--- config.mk ---
export PLATFORM = sky130hd
export DESIGN_NAME = keystroke_timing_anomaly_detector
export DESIGN_NICKNAME = d
export VERILOG_FILES = /design/src/hdl/kta_pkg.sv /design/src/hdl/keystroke_timing_anomaly_detector.sv /design/src/hdl/kta_cell.sv /design/src/hdl/kta_test.sv /design/src/hdl/kta_out_fifo.sv
export SDC_FILE = /design/constraint.sdc
export NUM_CORES = 2
export LEC_CHECK = 0
export ABC_AREA = 1
export BUFFER_PORTS_ARGS = -buffer_cell sky130_fd_sc_hd__buf_2
export CAP_MARGIN = 20
export CORE_MARGIN = 8
export CORE_UTILIZATION = 60
export CTS_CLUSTER_SIZE = 10
export DETAILED_ROUTE_END_ITERATION = 8
export GPL_TIMING_DRIVEN = 0
export PLACE_DENSITY = 0.76
export SYNTH_ARGS = -nofsm -noshare
export SYNTH_HDL_FRONTEND = slang
export SYNTH_SLANG_ARGS = --single-unit
--- constraint.sdc ---
create_clock -name clock -period 91.2 [get_ports clock]
set_input_delay 9.12 -clock clock [delete_from_list [all_inputs] [get_ports clock]]
set_output_delay 9.12 -clock clock [all_outputs]
set_load 0.01 [all_outputs]
--- src/hdl/kta_pkg.sv ---
// shared types and constants of the keystroke timing anomaly detector
`timescale 1ns / 1ps

package kta_pkg;

   localparam int TIME_W     = 32;
   localparam int IV_W       = 16;
   localparam int SQ1_W      = 32;
   localparam int MEAN_W     = 10;
   localparam int VLIM_W     = 16;
   localparam int CSR_IDX_W  = 8;
   localparam int CSR_DATA_W = 16;
   localparam int FIFO_DEPTH = 4;

   // register indexes
   localparam logic [CSR_IDX_W-1:0] CSR_MEAN_LIMIT = CSR_IDX_W'(0);
   localparam logic [CSR_IDX_W-1:0] CSR_VAR_LIMIT  = CSR_IDX_W'(1);

   localparam logic [MEAN_W-1:0] MEAN_RESET = MEAN_W'(10);
   localparam logic [VLIM_W-1:0] VLIM_RESET = VLIM_W'(2);
   localparam logic [IV_W-1:0]   IV_MAX     = '1;

   // one event on its way through the pipeline
   typedef struct packed {
      logic            valid;
      logic            key;
      logic            upd;
      logic            full;
      logic [IV_W-1:0] interval;
   } stage_type;

   typedef struct packed {
      logic            block_key;
      logic [IV_W-1:0] interval_ms;
      logic            window_full;
   } rsp_type;

   typedef struct packed {
      logic    push;
      rsp_type rsp;
   } test_result_type;

endpackage

--- src/hdl/keystroke_timing_anomaly_detector.sv ---
// top level of the keystroke timing anomaly detector
`timescale 1ns / 1ps

// Flags injected typing from key-down timing. Each key-down event (req_tuser
// high) forms the interval since the previous key-down, saturated to 16 bits;
// the last WINDOW intervals sit in a chain of cells with a running sum and sum
// of squares. With the window full the key is flagged (rsp_tuser[0]) when the
// mean is below mean_limit_ms and the population variance below
// variance_limit, and a flag empties the window. Other events change nothing
// and return interval 0 with the current window-full status. Every transfer
// in gives exactly one transfer out, in order. After each transfer the intake
// pauses, set by the window update loop: a clear caused by the flat-window
// test of one update must reach the next update; events still overlap in the
// pipeline. A result passes s1, s2, s3, the test register and the queue.
// Up to 4 results queue at the output, and input stalls when they are all
// outstanding. Configuration writes are always taken (csr_ready tied high).

module keystroke_timing_anomaly_detector #(
   parameter int WINDOW = 20
) (
   input  logic                             clock,
   input  logic                             reset,
   // event input
   input  logic                             req_tvalid,
   output logic                             req_tready,
   input  logic [kta_pkg::TIME_W-1:0]       req_tdata,  // [31:0] time_ms
   input  logic                             req_tuser,  // [0] key_down
   // result output
   output logic                             rsp_tvalid,
   input  logic                             rsp_tready,
   output logic [kta_pkg::IV_W-1:0]         rsp_tdata,  // [15:0] interval_ms
   output logic [1:0]                       rsp_tuser,  // [0] block_key, [1] window_full
   // register writes
   input  logic                             csr_valid,
   output logic                             csr_ready,
   input  logic [kta_pkg::CSR_IDX_W-1:0]    csr_index,
   input  logic [kta_pkg::CSR_DATA_W-1:0]   csr_wdata
);
   import kta_pkg::*;

   localparam int CNT_W  = $clog2(WINDOW + 1);
   localparam int SUM_W  = IV_W + $clog2(WINDOW);
   localparam int SQ_W   = SQ1_W + $clog2(WINDOW);
   localparam int PEND_W = $clog2(FIFO_DEPTH + 1);
   localparam logic [CNT_W-1:0] FULL_COUNT = CNT_W'(WINDOW);

   // configuration registers
   logic [MEAN_W-1:0] mean_limit_ff;
   logic [VLIM_W-1:0] var_limit_ff;

   // input side control
   logic              req_accept;
   logic              gap_ff;
   logic [PEND_W-1:0] pend_ff, pend_in;
   logic              rsp_pop;
   logic [TIME_W-1:0] prev_time_ff;
   logic              have_prev_ff;
   logic [TIME_W-1:0] delta;
   logic [IV_W-1:0]   sat_iv;

   // pipeline stages
   stage_type         s1_in, s1_ff;
   stage_type         s2_ff;
   logic [SQ1_W-1:0]  s2_sq_ff;
   stage_type         s3_in, s3_ff;

   // window state
   logic [CNT_W-1:0]  fill_ff, fill_in, fill_eff;
   logic [SUM_W-1:0]  sum_ff, sum_in, sum_eff;
   logic [SQ_W-1:0]   sq_ff, sq_in, sq_eff;
   logic              full_eff;
   logic              shift_en;
   logic              flag_now;
   logic [IV_W-1:0]   cell_iv [WINDOW];
   logic [SQ1_W-1:0]  cell_sq [WINDOW];

   test_result_type   test_result;
   rsp_type           fifo_out;

   // ---------------------------------------------------------------- registers
   assign csr_ready = 1'b1;

   always_ff @(posedge clock) begin
      if (reset) begin
         mean_limit_ff <= MEAN_RESET;
         var_limit_ff  <= VLIM_RESET;
      end else if (csr_valid) begin
         unique case (csr_index)
            CSR_MEAN_LIMIT: mean_limit_ff <= csr_wdata[MEAN_W-1:0];
            CSR_VAR_LIMIT:  var_limit_ff  <= csr_wdata[VLIM_W-1:0];
            default: ;
         endcase
      end
   end

   // ---------------------------------------------------------------- intake
   // a gap after each transfer, and never more outstanding results than the
   // output queue holds
   assign req_tready = ~gap_ff & (pend_ff < PEND_W'(FIFO_DEPTH));
   assign req_accept = req_tvalid & req_tready;
   assign rsp_pop    = rsp_tvalid & rsp_tready;
   assign pend_in    = pend_ff + PEND_W'(req_accept) - PEND_W'(rsp_pop);

   // interval modulo 2^32, saturated to 16 bits
   assign delta  = req_tdata - prev_time_ff;
   assign sat_iv = (|delta[TIME_W-1:IV_W]) ? IV_MAX : delta[IV_W-1:0];

   always_comb begin
      s1_in.valid    = req_accept;
      s1_in.key      = req_tuser;
      s1_in.upd      = req_tuser & have_prev_ff;
      s1_in.full     = 1'b0;
      s1_in.interval = (req_tuser & have_prev_ff) ? sat_iv : '0;
   end

   always_ff @(posedge clock) begin
      if (reset) begin
         gap_ff       <= 1'b0;
         pend_ff      <= '0;
         have_prev_ff <= 1'b0;
         prev_time_ff <= '0;
         s1_ff        <= '0;
         s2_ff        <= '0;
      end else begin
         gap_ff  <= req_accept;
         pend_ff <= pend_in;
         if (req_accept & req_tuser) begin
            prev_time_ff <= req_tdata;
            have_prev_ff <= 1'b1;
         end
         s1_ff <= s1_in;
         s2_ff <= s1_ff;
      end
      // square of the new interval, one stage ahead of the window update
      s2_sq_ff <= SQ1_W'(s1_ff.interval) * SQ1_W'(s1_ff.interval);
   end

   // ---------------------------------------------------------------- window
   // a flag resolving this cycle empties the window before the next update
   assign flag_now = test_result.push & test_result.rsp.block_key;
   assign fill_eff = flag_now ? '0 : fill_ff;
   assign sum_eff  = flag_now ? '0 : sum_ff;
   assign sq_eff   = flag_now ? '0 : sq_ff;
   assign full_eff = fill_eff == FULL_COUNT;
   assign shift_en = s2_ff.valid & s2_ff.upd;

   // interval chain: new entry at cell 0, oldest falls out of the last cell
   for (genvar g = 0; g < WINDOW; g++) begin : g_cell
      if (g == 0) begin : g_head
         kta_cell u_cell (
            .clock    (clock),
            .shift_en (shift_en),
            .d_iv     (s2_ff.interval),
            .d_sq     (s2_sq_ff),
            .q_iv     (cell_iv[g]),
            .q_sq     (cell_sq[g])
         );
      end else begin : g_body
         kta_cell u_cell (
            .clock    (clock),
            .shift_en (shift_en),
            .d_iv     (cell_iv[g-1]),
            .d_sq     (cell_sq[g-1]),
            .q_iv     (cell_iv[g]),
            .q_sq     (cell_sq[g])
         );
      end
   end

   always_comb begin
      fill_in = fill_eff;
      sum_in  = sum_eff;
      sq_in   = sq_eff;
      if (shift_en) begin
         if (full_eff) begin
            // replace the oldest interval
            sum_in = sum_eff - SUM_W'(cell_iv[WINDOW-1]) + SUM_W'(s2_ff.interval);
            sq_in  = sq_eff - SQ_W'(cell_sq[WINDOW-1]) + SQ_W'(s2_sq_ff);
         end else begin
            fill_in = fill_eff + CNT_W'(1);
            sum_in  = sum_eff + SUM_W'(s2_ff.interval);
            sq_in   = sq_eff + SQ_W'(s2_sq_ff);
         end
      end
   end

   always_comb begin
      s3_in = s2_ff;
      if (s2_ff.upd) begin
         s3_in.full = fill_in == FULL_COUNT;
      end else if (s2_ff.key) begin
         // first key-down after reset only records its time
         s3_in.full = 1'b0;
      end else begin
         s3_in.full = full_eff;
      end
   end

   always_ff @(posedge clock) begin
      if (reset) begin
         fill_ff <= '0;
         sum_ff  <= '0;
         sq_ff   <= '0;
         s3_ff   <= '0;
      end else begin
         fill_ff <= fill_in;
         sum_ff  <= sum_in;
         sq_ff   <= sq_in;
         s3_ff   <= s3_in;
      end
   end

   // ---------------------------------------------------------------- test
   kta_test #(
      .WINDOW (WINDOW)
   ) u_test (
      .clock      (clock),
      .reset      (reset),
      .s3         (s3_ff),
      .sum        (sum_ff),
      .sq         (sq_ff),
      .mean_limit (mean_limit_ff),
      .var_limit  (var_limit_ff),
      .result     (test_result)
   );

   // ---------------------------------------------------------------- output
   kta_out_fifo #(
      .DEPTH (FIFO_DEPTH)
   ) u_out_fifo (
      .clock     (clock),
      .reset     (reset),
      .push      (test_result.push),
      .push_data (test_result.rsp),
      .pop       (rsp_tready),
      .out_valid (rsp_tvalid),
      .out_data  (fifo_out)
   );

   assign rsp_tdata = fifo_out.interval_ms;
   assign rsp_tuser = {fifo_out.window_full, fifo_out.block_key};

endmodule

--- src/hdl/kta_cell.sv ---
// one cell of the interval chain: holds an interval and its square
`timescale 1ns / 1ps

module kta_cell (
   input  logic                      clock,
   input  logic                      shift_en,
   input  logic [kta_pkg::IV_W-1:0]  d_iv,
   input  logic [kta_pkg::SQ1_W-1:0] d_sq,
   output logic [kta_pkg::IV_W-1:0]  q_iv,
   output logic [kta_pkg::SQ1_W-1:0] q_sq
);
   import kta_pkg::*;

   logic [IV_W-1:0]  iv_ff;
   logic [SQ1_W-1:0] sq_ff;

   always_ff @(posedge clock) begin
      if (shift_en) begin
         iv_ff <= d_iv;
         sq_ff <= d_sq;
      end
   end

   assign q_iv = iv_ff;
   assign q_sq = sq_ff;

endmodule

--- src/hdl/kta_test.sv ---
// flat-window test: registered products and mean compare, then spread compare
`timescale 1ns / 1ps

module kta_test #(
   parameter int WINDOW = 20
) (
   input  logic                              clock,
   input  logic                              reset,
   input  kta_pkg::stage_type                s3,
   input  logic [kta_pkg::IV_W+$clog2(WINDOW)-1:0]  sum,
   input  logic [kta_pkg::SQ1_W+$clog2(WINDOW)-1:0] sq,
   input  logic [kta_pkg::MEAN_W-1:0]        mean_limit,
   input  logic [kta_pkg::VLIM_W-1:0]        var_limit,
   output kta_pkg::test_result_type          result
);
   import kta_pkg::*;

   localparam int SUM_W = IV_W + $clog2(WINDOW);
   localparam int CMP_W = 2 * SUM_W;

   stage_type        info_ff;
   logic [CMP_W-1:0] prod_ff, prod_in;
   logic [CMP_W-1:0] nsq_ff, nsq_in;
   logic             mean_ok_ff, mean_ok_in;
   logic [SUM_W-1:0] mean_bound;
   logic [CMP_W-1:0] var_bound;
   logic [CMP_W-1:0] spread;
   logic             flat;

   assign mean_bound = SUM_W'(mean_limit) * SUM_W'(WINDOW);
   assign mean_ok_in = sum < mean_bound;
   assign prod_in    = CMP_W'(sum) * CMP_W'(sum);
   assign nsq_in     = CMP_W'(sq) * CMP_W'(WINDOW);

   always_ff @(posedge clock) begin
      if (reset) begin
         info_ff <= '0;
      end else begin
         info_ff <= s3;
      end
      prod_ff    <= prod_in;
      nsq_ff     <= nsq_in;
      mean_ok_ff <= mean_ok_in;
   end

   // window * sumsq never drops below sum^2, so no wrap here
   assign var_bound = CMP_W'(var_limit) * CMP_W'(WINDOW * WINDOW);
   assign spread    = nsq_ff - prod_ff;
   assign flat      = mean_ok_ff & (spread < var_bound);

   assign result.push            = info_ff.valid;
   assign result.rsp.block_key   = info_ff.valid & info_ff.upd & info_ff.full & flat;
   assign result.rsp.interval_ms = info_ff.interval;
   assign result.rsp.window_full = info_ff.full;

endmodule

--- src/hdl/kta_out_fifo.sv ---
// small result queue between the pipeline and the result channel
`timescale 1ns / 1ps

module kta_out_fifo #(
   parameter int DEPTH = 4
) (
   input  logic             clock,
   input  logic             reset,
   input  logic             push,
   input  kta_pkg::rsp_type push_data,
   input  logic             pop,
   output logic             out_valid,
   output kta_pkg::rsp_type out_data
);
   import kta_pkg::*;

   localparam int PTR_W = $clog2(DEPTH);
   localparam int CNT_W = $clog2(DEPTH + 1);

   rsp_type          mem_ff [DEPTH];
   logic [PTR_W-1:0] wr_ptr_ff, wr_ptr_in;
   logic [PTR_W-1:0] rd_ptr_ff, rd_ptr_in;
   logic [CNT_W-1:0] count_ff, count_in;
   logic             pop_ok;

   assign out_valid = count_ff != '0;
   assign out_data  = mem_ff[rd_ptr_ff];
   assign pop_ok    = pop & out_valid;

   always_comb begin
      wr_ptr_in = wr_ptr_ff;
      rd_ptr_in = rd_ptr_ff;
      if (push) begin
         wr_ptr_in = (wr_ptr_ff == PTR_W'(DEPTH - 1)) ? '0 : wr_ptr_ff + PTR_W'(1);
      end
      if (pop_ok) begin
         rd_ptr_in = (rd_ptr_ff == PTR_W'(DEPTH - 1)) ? '0 : rd_ptr_ff + PTR_W'(1);
      end
      count_in = count_ff + CNT_W'(push) - CNT_W'(pop_ok);
   end

   always_ff @(posedge clock) begin
      if (reset) begin
         wr_ptr_ff <= '0;
         rd_ptr_ff <= '0;
         count_ff  <= '0;
      end else begin
         wr_ptr_ff <= wr_ptr_in;
         rd_ptr_ff <= rd_ptr_in;
         count_ff  <= count_in;
      end
      if (push) begin
         mem_ff[wr_ptr_ff] <= push_data;
      end
   end

endmodule

==> impl_metrics.yaml <==
grt:
  grt_pass1_wl_um: 291600
  grt-ovfl-total: 0
  first_global_vias: 51710
  grt_usage_pct: 27.05
  antenna_found_initial: 9
  grt_max_degree: 77
die:
  fp.dieW_um: 373.6
  rows: 131
  ios: 83
  start_util_pct: 60.32
  core_um2: 127200
  dieArea_um2: 139600
  die_h_um: 373.6
finish:
  regArea_um2: 36860
  stdcell_area_um2: 84360
  fillers: 9602
  area_growth_pct: 9.963
  postLayoutCoreUtil_pct: 66.33
  nets: 8665
  drive_above_1_share_pct: 4.900
  multi_input_area_um2: 33350
logic_synthesis:
  synth_ff_type: "edfxtp_1"
  syn_area_um2: 76720
  synth_xor_area_share_pct: 3.105
  ys_types: 64
  yosysTopAreaCellShare_pct: 39.61
  synthMuxAreaShare_pct: 0
  synth_compound_area_share_pct: 6.827
  synth_top_family_by_area: "adder cells"
  ys_seq_elements: 1335
  ys_async_sr_fraction_pct: 0
  avgSynthCellArea_um2: 10.67
  synth.net_count: 8408
  yosys_warnings: 0
  synthAdderAreaFrac_pct: 24.07
  yosysTopAreaCell: "edfxtp_1"
  syn_inst: 7192
  synthTopCellsByArea: "edfxtp_1 40%, fa_1 14%, ha_1 10%"
  synth_edf_count: 1012
  synthSimpleGateAreaFrac_pct: 9.462
  ys_seq_area_share_pct: 48.04
routing:
  vias: 50190
  first_iter_violations: 4351
  drt_first_pass_iters: 6
  detail-route-antenna-nets: 0
  routed_wl_um: 186600
  drc: 0
  wl_per_cell_um: 20.28
  via_per_inst: 5.456
pwr:
  finalPower_mw: 1.329
  powerDensity_nw_per_um2: 15.75
  cellLeakagePower_nw: 39.33
  ir_worst_vdd_uv: 18.87
place:
  dp_hpwl_um: 142900
  place_congestion: 0.9969
  place_area_um2: 79620
  place_ws_ps: 78600
  portBuffers: 81
clocking:
  postCtsHoldBufs: 0
  root_buffer: "clkbuf_16"
  cts_buffers: 157
  htree_num_levels: 4
  clk_path_buf_depth: 3
  clk_pin_slew_ps: 60
  cts_sinks: 1335
  cts_resized: 0
  cts_tree: "done"
  cts_setup_buffers: 0
  clk_latency_ps: 790
timing:
  final_hold_viol_count: 0
  fin_crit_sh_pct: 13.10
  period_minus_slack_ps: 11950
  slew_headroom_pct: 17.90
  worst_slack_ps: 79250
  max_freq_mhz: 83.69
  setup_tns_ps: 0
  fin_skew_ps: 37.38
  worst_pin_slew_ps: 1232
  slew_violations: 0
  rsz0062_at_grt: "false"
  finalSetupViolCount: 0
setup_path:
  required_ps: 82080
  crit_top_cell: "clkbuf_1"
  crit_path_max_fanout: 10
  cp-end-kind: "output port"
  slowest_stage: "clkbuf_1"
  path_cells: "clkbuf_1, clkinv_1, clkbuf_1, o21ai_0, o22ai_1, buf_2"
  criticalPathCategory: "flop to output port"
  worstSetupStartpointType: "flop"
  cp.arrival_ps: 2830
  cp_slowest_stage_delay_ps: 380
job:
  max_cap_violations: 0
hold_path:
  hold_path.class: "flop to flop"
outcome:
  status: "completed"
-- synthesized netlist by cell type, types with 27 or more instances --
cell type and count:
nor2_1 392, xnor2_1 98, nor3_1 28, nand3_1 138, xor2_1 174, inv_1 1559
fa_1 537, o21bai_1 27, ha_1 617, nand2_1 1126, a31oi_1 46, dfxtp_1 323
nand4_1 27, o21ai_0 237, clkbuf_1 119, o21ai_1 27, edfxtp_1 1012, a21oi_1 440
-- through the flow --
stage,hold WS [ps],cells
after detailed placement,358.9,8951
after floorplan,329.0,7192
final,359.3,9198
after global placement,358.4,8935
after CTS,360.7,9192
after global routing,373.0,9193
-- routing by layer --
layer	global-route usage [%]	wire, µm	vias to the layer above
li1	-	-	23660
met1	35.30	76470	24170
met2	42.40	83190	1858
met3	5.875	15170	488
met4	14.76	11680	6
met5	0	39	-
-- final cells by class --
type | count | area share, %
inverter | 1569 | 6.981
sequential | 1335 | 43.69
antenna | 5 | 0.01483
multi-input combinational | 4144 | 39.53
timing repair buffer | 98 | 0.9863
clock inverter | 23 | 0.5028
clock buffer | 218 | 5.087
tap | 1662 | 2.465
buffer | 144 | 0.7430
-- worst max-delay path, delay by kind of cell, from the launching register on --
kind | cells | cell delay, ps
compound gates | 2 | 500
flops | 1 | 310
buf+inv | 4 | 1240
-- state kept, by name, summed over array words and instances (netlist names), 18 cells and up, named ones only --
signal and cells:
g_cell.g_body.u_cell.q_sq 589, g_cell.g_body.u_cell.q_iv 304, u_out_fifo.mem_ff 72, u_test.prod_ff 41
u_test.nsq_ff 40, sq_ff 37, prev_time_ff 32, g_cell.g_head.u_cell.q_sq 31
s2_sq_ff 31, sum_ff 21, s1_ff 19, s2_ff 19
s3_ff 19, u_test.result 18
-- power by group --
group,switching [mW],total [mW],internal [mW]
Clock,0.245,0.579,0.334
Sequential,0.00495,0.657,0.652
Combinational,0.0613,0.0923,0.0309
Total,0.311,1.33,1.02
-- final timing paths --
path,from,endpoint,slack [ps],cells after the start
setup / recovery,flop,rsp_tdata[11],79250,6
hold / removal,s1_ff[0],s2_sq_ff[0],360,0
setup reg to reg,var_limit_ff[6],sq_ff[36],81220,54
hold reg to reg,s1_ff[0],s2_sq_ff[0],360,0
-- layout by cell type (no fill, tap or decap), types with 8 or more instances in the layout --
cell          n
nor2_1      392
fa_1        537
ha_1        617
o221ai_1     10
nand2_1    1126
nand4_1      27
a221oi_1      9
o211ai_1     15
a21o_1       18
a21boi_0     10
buf_6         8
nor3_1       28
o22ai_1      18
nand2_2       9
a211oi_1     18
nand3_1     138
clkbuf_1    169
inv_1      1559
nand3b_1     14
buf_16       14
clkinv_16     8
nor2_2       12
xnor2_1      98
dfxtp_1     323
nor4_1       10
xor2_1      174
clkinv_1      8
clkbuf_16   160
a21oi_1     440
o21ai_0     237
o21bai_1     27
edfxtp_1   1012
a31oi_1      46
buf_2        90
o21a_1       17
nand3_2       8
o21ai_1      27
-- kinds of logic (layout without fill, tap and decap cells) --
kind of cell,after synthesis,in the layout
compound gates,931,931
fa+ha+maj,1154,1154
flops,1335,1335
buf+inv,1713,2052
other cells,1,6
xor+xnor,272,272
simple gates,1786,1786
No activity file was read; power rests on OpenSTA's default activity.
